===== config.mk =====
export PLATFORM = sky130hd
export DESIGN_NAME = integer_array_sorter
export DESIGN_NICKNAME = d
export VERILOG_FILES = /design/src/rtl/ias_pkg.sv /design/src/rtl/ias_cell.sv /design/src/rtl/integer_array_sorter.sv
export SDC_FILE = /design/constraint.sdc
export NUM_CORES = 2
export LEC_CHECK = 0
export BUFFER_PORTS_ARGS = -buffer_cell sky130_fd_sc_hd__buf_2
export CAP_MARGIN = 20
export CORE_MARGIN = 1.5
export CORE_UTILIZATION = 55
export CTS_CLUSTER_SIZE = 40
export DETAILED_ROUTE_END_ITERATION = 16
export PLACE_DENSITY = 0.71
export SYNTH_ARGS = -nofsm -noshare
export SYNTH_HDL_FRONTEND = slang
export SYNTH_SLANG_ARGS = --single-unit

===== constraint.sdc =====
create_clock -name clk_i -period 12.2 [get_ports clk_i]
set_clock_uncertainty 0.2 [all_clocks]
set_input_delay 2.44 -clock clk_i [delete_from_list [all_inputs] [get_ports clk_i]]
set_output_delay 2.44 -clock clk_i [all_outputs]
set_load 0.02 [all_outputs]

===== src/rtl/ias_pkg.sv =====
// Shared types for the integer array sorter.
// No dependencies; imported by the cell and the top level.
package ias_pkg;

  // Per-cycle command broadcast to every cell of the chain.
  typedef struct packed {
    logic ins;    // insert the arriving value into the sorted chain
    logic shift;  // move every cell one place towards the output end
  } cell_ctrl_t;

endpackage


===== src/rtl/ias_cell.sv =====
// One cell of the systolic insertion chain: holds one value and its valid bit.
// Depends on ias_pkg for the command struct.
module ias_cell import ias_pkg::*; #(
  parameter int VALUE_WIDTH = 32
) (
  input  logic                          clk_i,
  input  logic                          rst_ni,
  input  cell_ctrl_t                    ctrl_i,
  input  logic signed [VALUE_WIDTH-1:0] ins_value_i,
  input  logic signed [VALUE_WIDTH-1:0] left_value_i,
  input  logic                          left_valid_i,
  input  logic                          left_lt_i,
  input  logic signed [VALUE_WIDTH-1:0] right_value_i,
  input  logic                          right_valid_i,
  output logic signed [VALUE_WIDTH-1:0] value_o,
  output logic                          valid_o,
  output logic                          lt_o
);

  logic signed [VALUE_WIDTH-1:0] value_q, value_d;
  logic                          valid_q, valid_d;

  // New value goes ahead of this cell when the cell is empty or holds more.
  assign lt_o = !valid_q || (ins_value_i < value_q);

  always_comb begin
    value_d = value_q;
    valid_d = valid_q;
    if (ctrl_i.shift) begin
      value_d = right_value_i;
      valid_d = right_valid_i;
    end else if (ctrl_i.ins && lt_o) begin
      if (left_lt_i) begin
        // take the left neighbour, which is pushed along by the insert
        value_d = left_value_i;
        valid_d = left_valid_i;
      end else begin
        value_d = ins_value_i;
        valid_d = 1'b1;
      end
    end
  end

  always_ff @(posedge clk_i or negedge rst_ni) begin
    if (!rst_ni) begin
      valid_q <= 1'b0;
    end else begin
      valid_q <= valid_d;
    end
  end

  always_ff @(posedge clk_i) begin
    value_q <= value_d;
  end

  assign value_o = value_q;
  assign valid_o = valid_q;

endmodule


===== src/rtl/integer_array_sorter.sv =====
// Integer array sorter: a chain of MAX_COUNT insertion cells kept in ascending order.
// Load: one item per cycle while busy is low, each placed in its sorted position in the
// cycle it arrives (dropped once the chain is full). Unload: after the item marked last,
// busy rises and the chain shifts one result out per cycle until the final one has left.
// The receiver cannot stall; results stream in consecutive cycles with res_valid_o.
// Reset (asynchronous, active low) empties the chain, clears the count and overflow.
module integer_array_sorter import ias_pkg::*; #(
  parameter int MAX_COUNT   = 16,
  parameter int VALUE_WIDTH = 32
) (
  input  logic                          clk_i,
  input  logic                          rst_ni,
  input  logic                          start,
  output logic                          busy,
  input  logic signed [VALUE_WIDTH-1:0] value_i,
  input  logic                          last_i,
  output logic                          res_valid_o,
  output logic signed [VALUE_WIDTH-1:0] value_res_o,
  output logic                          last_res_o,
  output logic                          overflow_o
);

  localparam int CntW = $clog2(MAX_COUNT + 1);

  logic [CntW-1:0] cnt_q, cnt_d;
  logic            busy_q, busy_d;
  logic            dropped_q, dropped_d;
  logic            accept;
  logic            full;
  cell_ctrl_t      ctrl;

  // Chain taps: one entry per cell, plus an empty slot past the far end.
  logic signed [VALUE_WIDTH-1:0] cell_value [MAX_COUNT+1];
  logic                          cell_valid [MAX_COUNT+1];
  logic                          cell_lt    [MAX_COUNT];

  assign accept = start && !busy_q;
  assign full   = (cnt_q == CntW'(MAX_COUNT));

  // Insert only while room is left; a full chain drops the item.
  assign ctrl.ins   = accept && !full;
  assign ctrl.shift = busy_q;

  // The slot past the last cell feeds empties into the chain while unloading.
  assign cell_value[MAX_COUNT] = '0;
  assign cell_valid[MAX_COUNT] = 1'b0;

  for (genvar i = 0; i < MAX_COUNT; i++) begin : g_cell
    logic signed [VALUE_WIDTH-1:0] left_value;
    logic                          left_valid;
    logic                          left_lt;

    if (i == 0) begin : g_head
      // nothing to the left of the head cell, so it never takes a neighbour
      assign left_value = '0;
      assign left_valid = 1'b0;
      assign left_lt    = 1'b0;
    end else begin : g_body
      assign left_value = cell_value[i-1];
      assign left_valid = cell_valid[i-1];
      assign left_lt    = cell_lt[i-1];
    end

    ias_cell #(
      .VALUE_WIDTH (VALUE_WIDTH)
    ) u_cell (
      .clk_i         (clk_i),
      .rst_ni        (rst_ni),
      .ctrl_i        (ctrl),
      .ins_value_i   (value_i),
      .left_value_i  (left_value),
      .left_valid_i  (left_valid),
      .left_lt_i     (left_lt),
      .right_value_i (cell_value[i+1]),
      .right_valid_i (cell_valid[i+1]),
      .value_o       (cell_value[i]),
      .valid_o       (cell_valid[i]),
      .lt_o          (cell_lt[i])
    );
  end

  always_comb begin
    cnt_d     = cnt_q;
    busy_d    = busy_q;
    dropped_d = dropped_q;
    if (accept) begin
      // count stored items; remember any drop for the whole set
      if (full) begin
        dropped_d = 1'b1;
      end else begin
        cnt_d = cnt_q + CntW'(1);
      end
      if (last_i) begin
        busy_d = 1'b1;
        cnt_d  = '0;
      end
    end
    if (busy_q && last_res_o) begin
      // final item leaves: release the chain for the next set
      busy_d    = 1'b0;
      dropped_d = 1'b0;
    end
  end

  always_ff @(posedge clk_i or negedge rst_ni) begin
    if (!rst_ni) begin
      cnt_q     <= '0;
      busy_q    <= 1'b0;
      dropped_q <= 1'b0;
    end else begin
      cnt_q     <= cnt_d;
      busy_q    <= busy_d;
      dropped_q <= dropped_d;
    end
  end

  // Head cell holds the smallest remaining item; the run ends when the next cell is empty.
  assign busy        = busy_q;
  assign res_valid_o = busy_q;
  assign value_res_o = cell_value[0];
  assign last_res_o  = busy_q && !cell_valid[1];
  assign overflow_o  = busy_q && dropped_q;

endmodule


* After elaboration in Yosys (flattened, before gate mapping)
Index checks and enable logic that the tools add are counted.
Word-level totals: logic and storage cells 231, register bits after elaboration 535, output and inout port bits 36
Cells by class: mux-type cells 100, $add $sub $neg 1, eq/ne operators 2, magnitude comparators 16, reductions and logical operators 77
Operators with widths (count):
- $mux 32 | 45
- $lt 32x32->1 | 16
- $mux 1 | 53
- $reduce_bool 2->1 | 19
- $logic_and 1x1->1 | 21
- $logic_not 1->1 | 18
- $logic_or 1x1->1 | 16
- $mux 5 | 2
- $reduce_and 2->1 | 3
- $add 5x1->5 const B | 1
- $eq 5x5->1 const B | 1
- $ne 2x2->1 const B | 1

* Longest topological paths before layout
depth in word-level cells 6, gate-level depth with buffers 12, gate-level depth less buffers 9

* Cells and area by module
Synthesis repeated with hierarchy kept, for this count alone.
Second synthesis, totals: cell total of the unflattened synthesis 4249, area, all modules 40415.0 um2
By module, submodules not included:
- ias_cell (g_cell[0].u_cell ...) | cells each 263, area each 2498.6 um2, instances 15
- ias_cell (g_cell[13].u_cell) | cells each 262, area each 2516.2 um2, instances 1
- integer_array_sorter | cells each 42, area each 419.2 um2, instances 1

* Least setup slack after synthesis
No wires, ideal clock.
kind input -> register, start input value_i[12], end register g_cell[10].u_cell.value_q[0], enable pin, required time 11.534 ns, cell stages on the path 9, slack 4.936 ns, data arrival time 6.599 ns, setup time 0.466 ns, cell sequence ha_1 a2111oi_0 o21ai_0 a221oi_1 nand4_1 and3_1 clkbuf_1 clkbuf_1 o21ai_0
Between the ends: longest elaborated chain between the ends 4
RTL lines:
- start: declaration | line integer_array_sorter.sv:15 | input logic signed [VALUE_WIDTH-1:0] value_i,
- $lt 32x32->1 | line ias_cell.sv:24 | assign lt_o = !valid_q || (ins_value_i < value_q);
- $logic_or 1x1->1 | line ias_cell.sv:24
- $logic_and 1x1->1 | line ias_cell.sv:32 | end else if (ctrl_i.ins && lt_o) begin
- $reduce_bool 2->1 (no line)
- end signal: assignment | line ias_cell.sv:53 | value_q <= value_d;
- end: declaration | line ias_cell.sv:20 | logic signed [VALUE_WIDTH-1:0] value_q, value_d;
No other way between the ends. A chain may end at the register's enable or synchronous reset.

* Worst setup path after layout
start input value_i[31], end register g_cell[6].u_cell.value_q[9], enable pin
Between the ends: longest elaborated chain between the ends 4
RTL lines (line):
- $lt 32x32->1 | ias_cell.sv:24
- $logic_or 1x1->1 | ias_cell.sv:24
- $logic_and 1x1->1 | ias_cell.sv:32
- $reduce_bool 2->1 (no line)
- end signal: assignment | ias_cell.sv:53
- end: declaration | ias_cell.sv:20
No other way between the ends.

==> impl_results.md <==
- Net Switching: 6.29 mW
- Final period util: 51.0%
- RSZ-0062 raised after global routing: no
- Drt first pass iters: 6
- Gpl congestion: 0.915
- Dominant synthesized flop cell: edfxtp_1
- Post-layout instance area: 43800 um2
- Power share of the combinational group: 54.2%
- Internal power: 7.33 mW
- Required time worst endpoint: 12300 ps
- H-tree Lvls: 3
- Synth warn: 0
- Cell Pwr Density: 311 nW/um2
- Final core utilization: 60.0%
- Fin. Hold Viols: 0
- CTS tree: built
- Clock slew at reported path FFs: 60 ps
- Clock network power share: 14.6%
- Avg Cell Area, Syn: 9.33 um2
- Fmax: 161 MHz
- FP Rows: 99
- Placed inst area: 41600 um2
- Post-DRT Antenna Nets: 0
- Share of layout cells above drive strength 1: 8.29%
- Vias: 34900
- WS Path Type: in2reg
- Number of global-route vias before repair: 32900
- Tot GR Track Use: 31.7%
- Post-Syn Instances: 4347
- DP HPWL: 91.9 mm
- Setup crit start kind: input pin
- Synth Net Count: 4881
- Final wirelength: 121 mm
- FF-to-FF path depth: 11
- Core Area: 73000 um2
- First-pass GRT wire length: 188 mm
- Slew Limit Headroom: 24.7%
- Synth cell types: 77
- Max Slew Vio Count: 0
- Root Driver: clkbuf_16
- P_leak: 18.1 nW
- Worst path arrival time: 6320 ps
- Filler cells: 6140
- Slew of the pin with the lowest slew margin: 1130 ps
- Worst Path Max Fanout: 34
- Post-synth EDFFs: 480
- Largest net degree at the start of global routing: 110
- Most common cell after layout, fill and taps aside: inv_1
- Residual DRC: 0
- Initial antenna violation count: 1
- PostCTS Resize Cnt: 0
- WHS Path Cells: 2
- Switching Fraction: 46.2%
- Setup Fix Bufs, Post-CTS: 0
- Ys async rst share: 4.30%
- Hold Path Class: reg2reg
- Overall Power: 13.6 mW
- Die width: 275 um
- Critical Path Most Common Cell: buf_4
- Full die area: 75400 um2
- Commonest cells after routing, fill and taps aside: inv_1, ha_1, edfxtp_1, nand2_1, o311ai_0
- Sequential cell area fraction in the yosys report: 38.5%
- Status: finished clean
- Fin Setup TNS: 0 ps
- Initial Utilization: 55.6%
- Cell Area, Synth: 40500 um2
- Clock tree buffer depth: 3
- Wire per inst: 23.1 um
- Max-Cap Viols: 0
- CTS Buf Count: 67
- Clock net sink count: 535
- Min Hold Slack: 300 ps
- Crit path time final: 6220 ps
- Critical Path End Type: flip-flop
- Area grow syn2layout: 7.96%
- Crit-path cells: buf_2 > ha_1 > nand4_1 > nor4_1 > o2111a_1 > o311a_1 > buf_4 > or2_1 > buf_4 > o21ai_2 > buf_4
- PortBufs: 71
- Max stage delay cell, worst path: nor4_1
- Maximum VDD drop: 0.331 mV
- # setup viols final: 0
- Via density: 6.65
- #FFs+latches synth: 535
- Nets: 4765
- Drt initial violations: 3617
- Sequential power share: 31.2%
- Io pins: 72
- CP max stage delay: 720 ps
- Clock Latency Late Sink: 600 ps
- # hold bufs at CTS: 0
- Gr ovfl total: 0
- DIE HEIGHT: 275 um
[cell families (layout without fill, tap and decap cells)]
family                     count (synthesis)  after routing  share of synthesized area, %
AOI/OAI and AO/OA                       1332           1332                          24.2
xor gates and xnor gates                   4              4                        0.0864
adders and majority gates                498            498                          15.4
buffers and inverters                    934            868                          9.06
DFF                                      535            535                          38.5
muxes                                      1              1                        0.0278
other                                      0              1                             0
and+or+nand+nor                         1043           1043                          12.7
[power by group through the flow]
stage	combinational, mW	clock, mW	sequential, mW
after global routing	8.21	2.07	4.36
final	7.38	1.98	4.25
after detailed placement	7.23	0	4.26
after CTS	7.25	2.00	4.24
after floorplan	5.34	0	4.10
after global placement	7.00	0	4.23
[stage by stage]
| stage | worst slack (ps) | std cells |
|---|---|---|
| 2_1_floorplan | 4940 | 4347 |
| 3_3_place_gp | 5080 | 5117 |
| 3_5_place_dp | 5010 | 5118 |
| 4_1_cts | 5630 | 5237 |
| 5_1_grt | 5790 | 5240 |
| 6_report | 5980 | 5241 |
[worst paths after layout]
| kind | slack (ps) | endpoint | start |
|---|---|---|---|
| min reg2reg | 300 | dropped_q$_DFFE_PN0P_ | dropped_q$_DFFE_PN0P_ |
| min in group asynchronous | 1710 | dropped_q$_DFFE_PN0P_ | rst_ni |
| max in group asynchronous | 9540 | busy$_DFFE_PN0P_ | rst_ni |
| max | 5980 | g_cell[6].u_cell.value_o[9]$_DFFE_PP_ | value_i[31] |
| min | 300 | dropped_q$_DFFE_PN0P_ | dropped_q$_DFFE_PN0P_ |
| max reg2reg | 7840 | g_cell[11].u_cell.value_o[0]$_DFFE_PP_ | g_cell[11].u_cell.value_o[31]$_DFFE_PP_ |
[state kept, by name, indices dropped and copies added, names as in the netlist]
| register | cells |
|---|---|
| g_cell.u_cell.value_o | 512 |
| g_cell.u_cell.valid_o | 16 |
| cnt_q | 5 |
| busy | 1 |
| dropped_q | 1 |
[layout make-up]
cell class                 instances  area, um2  share of cell area, %
multi-input combinational       2878      21400                   48.9
clock inverter                    23        208                  0.474
timing repair buffer             198       1340                   3.07
clock buffer                      96       1920                   4.39
antenna                            1       2.50                0.00572
sequential                       535      15600                   35.7
inverter                         551       2080                   4.74
tap                              959       1200                   2.74
[critical path, delay by kind of cell]
family,cells,cell delay [ps]
AOI/OAI and AO/OA,3,690
adders and majority gates,1,320
buffers and inverters,4,1400
and+or+nand+nor,3,1380
[synthesized netlist by cell type (6+ instances only)]
cell type  count  share of area (%)
nand4_1      178                2.7
a41oi_1       33               0.71
nand3_1      201                2.5
a21bo_2       15               0.37
nand2_1      435                4.0
a22oi_1       35               0.65
o221ai_1     127                2.7
nand2b_1      22               0.34
nor4_1        15               0.23
nor3_1         8              0.099
a21oi_1      210                2.6
a2111oi_0      6               0.13
dfrtp_1       23                1.4
a221o_1       12               0.30
o211ai_1      52               0.96
o31a_1         7               0.15
a21o_1        84                1.6
o311ai_0     309                6.7
ha_1         498                 15
inv_1        550                5.1
buf_2          8              0.099
a311oi_1      19               0.41
a221oi_1      16               0.35
edfxtp_1     480                 36
a311oi_2      17               0.63
o211a_1        9               0.22
nor2b_1       40               0.62
and4_1        32               0.69
and2_1         7               0.11
dfxtp_1       32                1.6
buf_1         11               0.10
o21ai_0      245                3.0
o311ai_1       9               0.19
o22a_1         6               0.13
o31ai_1       35               0.65
buf_4         36               0.67
a211o_1        6               0.13
a21bo_1       17               0.42
and2_0         6              0.093
clkbuf_1     325                3.0
a211oi_1      19               0.35
nor2_1        67               0.62
[per-layer routing]
metal | GRT usage (%) | wire, um
met3 | 4.83 | 10800
met1 | 44.0 | 51800
met4 | 10.7 | 3570
met5 | 0 | 0
met2 | 50.6 | 54700
(Power assumes the default switching activity.)
